$ cat src/rtl/fixed_object_pool_allocator_macros.svh
// Assertion macros shared by the RTL. Each expects clk and rst_n in scope.
`ifndef FIXED_OBJECT_POOL_ALLOCATOR_MACROS_SVH
`define FIXED_OBJECT_POOL_ALLOCATOR_MACROS_SVH

`ifndef SYNTHESIS

`define FOPA_ASSERT_IMP(lbl, ante, cons) \
  lbl: assert property (@(posedge clk) disable iff (!rst_n) (ante) |-> (cons)) \
    else $error("fopa: implication check failed");

`define FOPA_ASSERT_NEXT(lbl, ante, cons) \
  lbl: assert property (@(posedge clk) disable iff (!rst_n) (ante) |=> (cons)) \
    else $error("fopa: next-cycle check failed");

`else

`define FOPA_ASSERT_IMP(lbl, ante, cons)

`define FOPA_ASSERT_NEXT(lbl, ante, cons)

`endif

`endif

$ cat src/rtl/fopa_pkg.sv
`default_nettype none

package fopa_pkg;

  localparam int POOL_DEPTH = 64;
  localparam int IDX_W      = 6;
  localparam int CNT_W      = 7;

  typedef enum logic [1:0] {
    ST_OK      = 2'd0,
    ST_EMPTY   = 2'd1,
    ST_BADFREE = 2'd2
  } status_t;

  typedef enum logic {
    OP_ALLOC = 1'b0,
    OP_FREE  = 1'b1
  } op_t;

  typedef struct packed {
    logic             clr;
    logic             we;
    logic [IDX_W-1:0] waddr;
    logic [IDX_W-1:0] wdata;
    logic [IDX_W-1:0] raddr;
  } stk_req_t;

  typedef struct packed {
    logic             clr;
    logic             we;
    logic [IDX_W-1:0] waddr;
    logic             wdata;
    logic [IDX_W-1:0] raddr;
  } mark_req_t;

endpackage

`default_nettype wire

$ cat src/rtl/fixed_object_pool_allocator.sv
// A request taken while busy is low is worked on in the busy state, and its result is
// registered onto the out_ ports, marked by out_valid; the receiver cannot stall. A new
// request is not taken while busy is high, set by the read-modify-write of the stack and
// mark memories, whose reads are registered. Reset is synchronous, active low: the pool
// holds 64 free objects, highest index first; a configuration beat rebuilds it at once.
`default_nettype none
`include "fixed_object_pool_allocator_macros.svh"

module fixed_object_pool_allocator (
  input  logic                       clk,
  input  logic                       rst_n,
  input  logic                       start,
  output logic                       busy,
  input  logic                       in_op,
  input  logic [fopa_pkg::IDX_W-1:0] in_object_index,
  output logic                       out_valid,
  output logic [1:0]                 out_status,
  output logic [fopa_pkg::IDX_W-1:0] out_granted_index,
  output logic [fopa_pkg::CNT_W-1:0] out_free_objects,
  output logic [fopa_pkg::CNT_W-1:0] out_used_objects,
  input  logic                       cfg_valid,
  output logic                       cfg_ready,
  input  logic [fopa_pkg::CNT_W-1:0] cfg_object_count
);
  import fopa_pkg::*;

  localparam logic [CNT_W-1:0] FULL = CNT_W'(POOL_DEPTH);

  logic             busy_r;
  op_t              op_r;
  logic [IDX_W-1:0] idx_r;
  logic [CNT_W-1:0] depth_r, depth_nxt;
  logic [CNT_W-1:0] count_r, count_nxt;
  logic             out_valid_r;
  status_t          status_r, status_nxt;
  logic [IDX_W-1:0] grant_r, grant_nxt;
  logic [CNT_W-1:0] free_r;
  logic [CNT_W-1:0] used_r;

  logic             accept;
  logic             cfg_wr;
  logic [CNT_W-1:0] cfg_cap;
  stk_req_t         stk_req;
  mark_req_t        mark_req;
  logic [IDX_W-1:0] stk_rdata;
  logic             mark_rdata;

  fopa_stack u_stack (
    .clk   (clk),
    .rst_n (rst_n),
    .req   (stk_req),
    .rdata (stk_rdata)
  );

  fopa_mark u_mark (
    .clk   (clk),
    .rst_n (rst_n),
    .req   (mark_req),
    .rdata (mark_rdata)
  );

  assign accept    = start && !busy_r;
  assign cfg_ready = !busy_r;
  assign cfg_wr    = cfg_valid && cfg_ready;
  assign cfg_cap   = (cfg_object_count > FULL) ? FULL : cfg_object_count;

  always_comb begin
    depth_nxt      = depth_r;
    count_nxt      = count_r;
    status_nxt     = ST_OK;
    grant_nxt      = '0;
    stk_req        = '0;
    mark_req       = '0;
    stk_req.raddr  = IDX_W'(depth_r - CNT_W'(1));
    mark_req.raddr = in_object_index;
    if (busy_r) begin
      case (op_r)
        OP_ALLOC: begin
          if (depth_r == '0) begin
            status_nxt = ST_EMPTY;
          end else begin
            depth_nxt      = depth_r - CNT_W'(1);
            grant_nxt      = stk_rdata;
            mark_req.we    = 1'b1;
            mark_req.waddr = stk_rdata;
            mark_req.wdata = 1'b1;
          end
        end
        OP_FREE: begin
          if ({1'b0, idx_r} >= count_r || !mark_rdata || depth_r >= FULL) begin
            status_nxt = ST_BADFREE;
          end else begin
            depth_nxt      = depth_r + CNT_W'(1);
            mark_req.we    = 1'b1;
            mark_req.waddr = idx_r;
            mark_req.wdata = 1'b0;
            stk_req.we     = 1'b1;
            stk_req.waddr  = depth_r[IDX_W-1:0];
            stk_req.wdata  = idx_r;
          end
        end
        default: status_nxt = ST_BADFREE;
      endcase
    end else if (cfg_wr) begin
      count_nxt    = cfg_cap;
      depth_nxt    = cfg_cap;
      stk_req.clr  = 1'b1;
      mark_req.clr = 1'b1;
    end
  end

  always_ff @(posedge clk) begin
    if (!rst_n) begin
      busy_r      <= 1'b0;
      out_valid_r <= 1'b0;
      depth_r     <= FULL;
      count_r     <= FULL;
    end else begin
      busy_r      <= accept;
      out_valid_r <= busy_r;
      depth_r     <= depth_nxt;
      count_r     <= count_nxt;
    end
  end

  always_ff @(posedge clk) begin
    if (accept) begin
      op_r  <= op_t'(in_op);
      idx_r <= in_object_index;
    end
    if (busy_r) begin
      status_r <= status_nxt;
      grant_r  <= grant_nxt;
      free_r   <= depth_nxt;
      used_r   <= count_r - depth_nxt;
    end
  end

  assign busy              = busy_r;
  assign out_valid         = out_valid_r;
  assign out_status        = status_r;
  assign out_granted_index = grant_r;
  assign out_free_objects  = free_r;
  assign out_used_objects  = used_r;

  `FOPA_ASSERT_NEXT(a_accept_busy, accept, busy_r)
  `FOPA_ASSERT_NEXT(a_busy_single, busy_r, !busy_r && out_valid_r)
  `FOPA_ASSERT_IMP(a_depth_bound, 1'b1, depth_r <= count_r && count_r <= FULL)
  `FOPA_ASSERT_IMP(a_fail_no_grant, out_valid_r && status_r != ST_OK, grant_r == '0)
  `FOPA_ASSERT_IMP(a_counts_sum, out_valid_r, free_r + used_r == count_r)

endmodule

`default_nettype wire

$ cat src/rtl/fopa_stack.sv
`default_nettype none

module fopa_stack (
  input  logic                       clk,
  input  logic                       rst_n,
  input  fopa_pkg::stk_req_t         req,
  output logic [fopa_pkg::IDX_W-1:0] rdata
);
  import fopa_pkg::*;

  logic [IDX_W-1:0]      mem [POOL_DEPTH];
  logic [POOL_DEPTH-1:0] vld_r;
  logic [IDX_W-1:0]      rd_r;
  logic [IDX_W-1:0]      raddr_r;
  logic                  rvld_r;

  always_ff @(posedge clk) begin
    if (req.we) begin
      mem[req.waddr] <= req.wdata;
    end
    rd_r    <= mem[req.raddr];
    raddr_r <= req.raddr;
  end

  always_ff @(posedge clk) begin
    if (!rst_n || req.clr) begin
      vld_r  <= '0;
      rvld_r <= 1'b0;
    end else begin
      if (req.we) begin
        vld_r[req.waddr] <= 1'b1;
      end
      rvld_r <= vld_r[req.raddr];
    end
  end

  // A slot never written since the last rebuild holds its own index.
  assign rdata = rvld_r ? rd_r : raddr_r;

endmodule

`default_nettype wire

$ cat src/rtl/fopa_mark.sv
`default_nettype none

module fopa_mark (
  input  logic                clk,
  input  logic                rst_n,
  input  fopa_pkg::mark_req_t req,
  output logic                rdata
);
  import fopa_pkg::*;

  logic                  mem [POOL_DEPTH];
  logic [POOL_DEPTH-1:0] vld_r;
  logic                  rd_r;
  logic                  rvld_r;

  always_ff @(posedge clk) begin
    if (req.we) begin
      mem[req.waddr] <= req.wdata;
    end
    rd_r <= mem[req.raddr];
  end

  always_ff @(posedge clk) begin
    if (!rst_n || req.clr) begin
      vld_r  <= '0;
      rvld_r <= 1'b0;
    end else begin
      if (req.we) begin
        vld_r[req.waddr] <= 1'b1;
      end
      rvld_r <= vld_r[req.raddr];
    end
  end

  assign rdata = rvld_r & rd_r;

endmodule

`default_nettype wire

$ cat config.mk
export PLATFORM = sky130hd
export DESIGN_NAME = fixed_object_pool_allocator
export DESIGN_NICKNAME = d
export VERILOG_FILES = /design/src/rtl/fopa_pkg.sv /design/src/rtl/fixed_object_pool_allocator.sv /design/src/rtl/fopa_stack.sv /design/src/rtl/fopa_mark.sv
export VERILOG_INCLUDE_DIRS = /design/src /design/src/rtl
export SDC_FILE = /design/constraint.sdc
export NUM_CORES = 1
export LEC_CHECK = 0
export BUFFER_PORTS_ARGS = -buffer_cell sky130_fd_sc_hd__buf_2
export CAP_MARGIN = 20
export CORE_ASPECT_RATIO = 0.9
export CORE_MARGIN = 2
export CORE_UTILIZATION = 50
export DETAILED_ROUTE_END_ITERATION = 6
export PLACE_DENSITY = 0.74
export SLEW_MARGIN = 25
export SYNTH_ARGS = -nofsm -noshare
export SYNTH_HDL_FRONTEND = slang
export SYNTH_SLANG_ARGS = --single-unit
$ cat constraint.sdc
create_clock -name clk -period 4.8 [get_ports clk]
set_clock_uncertainty 0.15 [all_clocks]
set_input_delay 0.24 -clock clk [delete_from_list [all_inputs] [get_ports clk]]
set_output_delay 0.24 -clock clk [all_outputs]
set_load 0.05 [all_outputs]
==> flow_metrics.tcl, run 1 <==
set metrics [dict create \
    clock_tree_from_tritoncts "yes" \
    hold_viol_final 0 \
    placeable_area_sq_mm 0.0506 \
    route.met3.wl_microns 5380 \
    synth-async-reset-ratio_pct 0 \
    power.share.sequential_pct 50.9 \
    yosysWarnings 0 \
    post-route-drc-count 0 \
    mappedNetlistNets 1569 \
    worst_hold_path.num_cells 3 \
    worst_ep_required_time_ns 4.99 \
    vdd.ir_drop.worst_uv 308 \
    synth_top_area_share_pct 55.7 \
    die_width_microns 243 \
    gpl.final_weighted_congestion 0.888 \
    floorplan.die.height_microns 219 \
    synth_area_leaders "edfxtp_1, mux4_2, dfxtp_1, o21a_1, nor2_1" \
    holdCritPathClass "input pin to flip-flop" \
    crit_fanout 9 \
    clock_buffers_created_by_tritoncts 61 \
    status "finished clean" \
    synth.cell_area_sq_mm 0.0257 \
    post_cts_resized 0 \
    critPathArrivalTime_ns 4.49 \
    cts.sinks 636 \
    ys_top_cells_by_count "edfxtp_1, mux4_2, dfxtp_1" \
    crit-reg2reg-launch "depth_r[1]" \
    nets 1657 \
    pwr-share-clk_pct 42.2 \
    cts.root.buffer_cell "clkbuf_16" \
    route.detailed.wl_per_inst_microns 24.1 \
    finalHoldWorstSlack_ns 0.129 \
    reg2regPathDepth 15 \
    p_int_mw 9.15 \
    numPortBuffers 42 \
    cts-root-to-sink-buffers 3 \
    period_needed_ns 4.30 \
    net_switching_power_figure_mw 2.56 \
    max_slew_margin_pct 38.2 \
    rsz0062_at_grt "no" \
    route.top_layer_used "met4" \
    drt-vias-per-instance 6.02 \
    end_kind "flip-flop" \
    yosysTopAreaCell "edfxtp_1" \
    power.static_leakage_nw 8.38 \
    grt_max_degree 120 \
    r2r-end "out_used_objects[6]" \
    post_synth_edffs 477 \
    hpwl_microns 35100 \
    final_antenna_net_count 0 \
    dr_total_vias 14200 \
    cts.reportedPaths.clkPinSlew_ns 0.06 \
    die_area_sq_mm 0.0532 \
    final_min_period_over_clock_period_pct 89.5 \
    drt_iter0_markers 1766 \
    first_global_vias 13800 \
    powerDensity_mw_per_mm2 402 \
    synth_seq_area_share_pct 68.1 \
    critical_path_class "flip-flop to flip-flop" \
    antenna-diode-count 0 \
    combinationalPowerShare_pct 7.0 \
    post_synth_inst_count 1534 \
    netlist-cell-type-count 72 \
    finalSetupViolations 0 \
    yosys.cell_count.top_type "edfxtp_1" \
    area.growth.synth_to_final_pct 13.2 \
    min_delay_worst_endpoint "count_r[6]" \
    finalSetupTns_ns 0 \
    drive_above_1_share_pct 24.7 \
    cts_max_level 2 \
    antenna_found_initial 2 \
    worst-r2r-setup-slack_ns 0.50 \
    routed_wirelength_microns 56800 \
    pin_count 43 \
    routed_length_on_met1_microns 24200 \
    track_usage_pct 21.7 \
    routed-wl-met2_microns 26000 \
    worst_skew_pair.late_latency_ns 0.62 \
    tightestPinTransition_ns 0.926 \
    floorplan.initialDensity_pct 50.9 \
    setup.worst_path.start_class "flip-flop" \
    switch_share_pct 21.9 \
    holdCritStartpoint "cfg_valid" \
    synth-seq-cells 636 \
    grt-ovfl-total 0 \
    fmax_mhz 233 \
    grt_pass1_wl_microns 86500 \
    maxCapViolations 0 \
    firstDrtPassIters 5 \
    post_synth.cell_area_avg_sq_um 16.8 \
    floorplan.rows 78 \
    finalMaxSlewViolations 0 \
    synth_flop_cell "edfxtp_1" \
]
[sequential cells by signal, indices dropped and copies added (netlist names), 2 cells and up]
register / cells
idx_r: 6
u_stack.raddr_r: 6
u_stack.mem: 384
u_mark.mem: 64
count_r: 7
out_status: 2
u_stack.rd_r: 6
out_free_objects: 7
depth_r: 7
u_stack.vld_r: 64
u_mark.vld_r: 64
out_granted_index: 6
out_used_objects: 7
[metrics by stage]
step	total power [mW]	instances	area (sq um)	util, %	worst slack [ns]
after global routing	12.1	2354	29100	57.6	0.227
after floorplan	6.65	1534	25700	-	0.157
after detailed placement	6.87	2223	26900	53.1	0.543
after global placement	6.86	2223	26900	53.1	0.667
final	11.7	2354	29100	57.6	0.502
after CTS	11.8	2353	29100	57.5	0.539
[worst max-delay path by stage]
| stage | endpoint | slack, ns | startpoint | depth (start not counted) |
|---|---|---|---|---|
| final | out_used_objects[6] | 0.50 | depth_r[1] | 15 |
| after global routing | out_used_objects[6] | 0.23 | idx_r[4] | 16 |
| after CTS | out_used_objects[6] | 0.54 | depth_r[1] | 15 |
| after detailed placement | out_used_objects[6] | 0.54 | depth_r[1] | 15 |
| after global placement | out_used_objects[6] | 0.67 | depth_r[1] | 15 |
| after floorplan | u_stack.mem[0][0] | 0.16 | busy | 7 |
[per-layer routing]
metal  up-vias  global-route usage, %
met2       655                   32.4
met4         0                   6.48
met5         -                      0
li1       6179                      -
met1      7263                   32.7
met3        84                   3.99
[kinds of logic after synthesis]
family	after synthesis	share of synthesized area, %
compound gates	203	5.61
mux	204	16.6
fa+ha+maj	17	0.857
xor+xnor	14	0.477
flops	636	68.1
buf+inv	123	2.20
simple gates	337	6.19
[layout make-up]
class | count | area, sq um
clock buffer | 91 | 1740
clock inverter | 24 | 337
fill | 3810 | 21400
inverter | 28 | 105
multi-input combinational | 775 | 7690
sequential | 636 | 17500
tap | 680 | 851
timing repair buffer | 120 | 878
[cells in the final DEF (no fill, tap or decap), drive strengths merged, types with 25 or more instances in the layout]
cell    netlist  final
buf          42    105
inv          27     30
nand2        70     70
dfxtp       159    159
o21a         76     76
nor2        141    141
nor3         25     25
clkbuf       53     91
nand3        31     31
mux4        177    177
edfxtp      477    477
mux2i        26     26
o21ai        54     54
[repair_timing]
item / in CTS / in global routing
hold buffers: 15 / 0
buffers inserted: 0 / 0
hold endpoints to repair: 28 / 0
setup endpoints to repair: 0 / 0
[power by group through the flow]
stage | registers, mW | clock network (mW) | logic [mW]
2_1_floorplan | 6.10 | 0 | 0.545
3_3_place_gp | 6.07 | 0 | 0.792
3_5_place_dp | 6.07 | 0 | 0.796
4_1_cts | 5.95 | 5.01 | 0.814
5_1_grt | 5.96 | 5.23 | 0.872
6_report | 5.96 | 4.94 | 0.816
[critical path, stage by stage, from the launching register on]
cell      delay [ns]
dfxtp_1         0.40
inv_1           0.25
ha_4            0.17
or4b_4          0.47
or2_2           0.33
and2_1          0.21
a221oi_1        0.29
o32a_1          0.24
inv_1           0.10
fa_1            0.45
a21o_1          0.17
a21oi_1         0.24
o21bai_1        0.10
a21oi_1         0.18
xor2_1          0.20
xnor2_1         0.08
Power figures use the tool's default switching activity.
==> run 2, diff against run 1 <==
- clock period: 4.8 -> 4.5 ns (I/O delays scaled with it)
==> run 2 against run 1 <==
Highest routed layer unchanged. Clock power increased by 5.7%. Core utilization grew 0.072 points. Critical endpoint unchanged. Register-to-register slack got worse by 0.24 ns.
==> flow_metrics.tcl, run 2 (synthesis gave the netlist of run 1 again) <==
set metrics [dict create \
    status "finished clean" \
    grt-ovfl-total 0 \
    pwr-share-clk_pct 41.9 \
    largest_register "u_stack.mem" \
    crit-reg2reg-launch "count_r[4]" \
    cts.root.buffer_cell "clkbuf_16" \
    cts.reportedPaths.clkPinSlew_ns 0.07 \
    use_met3_pct 4.59 \
    finalSetupTns_ns 0 \
    reg2regPathDepth 17 \
    holdCritPathClass "input pin to flip-flop" \
    crit_fanout 5 \
    final_antenna_net_count 0 \
    maxCapViolations 0 \
    firstDrtPassIters 6 \
    pin_count 43 \
    post-route-drc-count 0 \
    max_slew_margin_pct 34.5 \
    track_usage_pct 22.0 \
    floorplan.rows 78 \
    timing.critical_path.from "count_r[4]" \
    gpl.final_weighted_congestion 0.852 \
    largest_register_ff_count 384 \
    grt_max_degree 120 \
    area.growth.synth_to_final_pct 13.4 \
    floorplan.die.height_microns 219 \
    die_width_microns 243 \
    r2r-end "out_used_objects[6]" \
    worst-r2r-setup-slack_ns 0.26 \
    grt_pass1_wl_microns 87900 \
    fmax_mhz 236 \
    powerDensity_mw_per_mm2 427 \
    route.detailed.wl_per_inst_microns 24.3 \
    final_min_period_over_clock_period_pct 94.3 \
    routed_wirelength_microns 57400 \
    use_met2_pct 33.2 \
    antenna_found_initial 1 \
    critPathArrivalTime_ns 4.45 \
    cts.sinks 636 \
    postLayoutSetupSlackWorst_ns 0.258 \
    nets 1661 \
    dr_total_vias 14200 \
    net_switching_power_figure_mw 2.74 \
    placeable_area_sq_mm 0.0506 \
    combinationalPowerShare_pct 7.1 \
    clock_tree_from_tritoncts "yes" \
    power.share.sequential_pct 51.0 \
    critical_path_class "flip-flop to flip-flop" \
    drt-vias-per-instance 6.03 \
    cts-root-to-sink-buffers 3 \
    hpwl_microns 35300 \
    first_global_vias 14200 \
    postLayoutCellArea_sq_mm 0.0291 \
    finalCoreUtilization_pct 57.7 \
    vdd.ir_drop.worst_uv 401 \
    clock_buffers_created_by_tritoncts 60 \
    die_area_sq_mm 0.0532 \
    worst_skew_pair.late_latency_ns 0.63 \
    post-layout-total-power_mw 12.4 \
    mostFrequentLayoutCells "edfxtp_1, mux4_2, dfxtp_1" \
    power.static_leakage_nw 8.41 \
    setup.worst_path.start_class "flip-flop" \
    placed_cells 2228 \
    finalHoldWorstSlack_ns 0.0303 \
    rsz0062_at_grt "no" \
    postPlaceCellArea_sq_mm 0.0269 \
    finalSetupViolations 0 \
    drt_iter0_markers 1531 \
    drive_above_1_share_pct 24.8 \
    end_kind "flip-flop" \
    post-place-ws_ns 0.316 \
    global_route.usage.met1_pct 32.4 \
    timing.critical_path.to "out_used_objects[6]" \
    layoutNonFillerInstCount 2359 \
    holdCritStartpoint "in_object_index[0]" \
    leading_cell_type_in_the_layout_fill_and_taps_excluded "edfxtp_1" \
    cts_max_level 2 \
    numPortBuffers 42 \
    finalMaxSlewViolations 0 \
    period_needed_ns 4.24 \
    tightestPinTransition_ns 0.983 \
    switch_share_pct 22.0 \
    floorplan.initialDensity_pct 50.9 \
    worst_ep_required_time_ns 4.71 \
    hold_viol_final 0 \
    globalRoute.busiestLayer "met2" \
    p_int_mw 9.71 \
]
## run 2: cell count changes in the layout (fill, tap and decap cells not counted), moves of 3 or more
| cell | before | now |
|---|---|---|
| clkinvlp_4 | 5 | 1 |
| clkinv_2 | 4 | 9 |
| clkinv_1 | 5 | 13 |
| buf_4 | 60 | 63 |
| clkbuf_1 | 21 | 14 |
## run 2: worst min-delay path by stage
stage	endpoint	slack, ns	cells after the start
2_1_floorplan	u_mark.rd_r	0.17	1
3_3_place_gp	op_r	0.25	1
3_5_place_dp	op_r	0.26	1
4_1_cts	idx_r[0]	0.05	1
5_1_grt	idx_r[0]	0.09	1
6_report	idx_r[0]	0.03	1
## run 2: routing by layer
layer / vias up / wire length, microns
met5: - / 0
met4: 0 / 1430
met3: 102 / 5340
met2: 677 / 26100
met1: 7267 / 24500
li1: 6189 / -
## run 2: power groups by stage
stage	registers, mW	clock network [mW]	logic [mW]
detailed placement	6.47	0	0.859
global placement	6.47	0	0.856
finish	6.35	5.22	0.880
floorplan	6.51	0	0.582
CTS	6.35	5.27	0.875
global route	6.35	5.49	0.943
## run 2: final cells by class
class | count | area [sq um]
Fill cell | 3837 | 21400
Tap cell | 680 | 851
Timing Repair Buffer | 125 | 941
Sequential cell | 636 | 17500
Antenna cell | 1 | 2.50
Clock inverter | 32 | 365
Multi-Input combinational cell | 775 | 7690
Inverter | 28 | 105
Clock buffer | 82 | 1690
## run 2: critical path, cell delays in order (launching register included)
cell,delay (ns)
dfxtp_1,0.38
inv_1,0.06
ha_1,0.31
a21o_1,0.19
a211o_1,0.40
a21oi_1,0.32
ha_1,0.19
o22ai_1,0.08
a21oi_1,0.31
ha_1,0.21
inv_1,0.06
fa_1,0.40
a21o_1,0.17
a21oi_1,0.22
o21bai_1,0.09
a21oi_1,0.17
xor2_1,0.21
xnor2_1,0.08
## run 2: repair_timing
| item | in CTS | in global routing |
|---|---|---|
| resized for setup | 0 | 1 |
| setup endpoints to repair | 0 | 1 |
| endpoints found under the hold margin | 28 | 0 |
| buffers inserted | 0 | 0 |
| hold buffers | 15 | 0 |
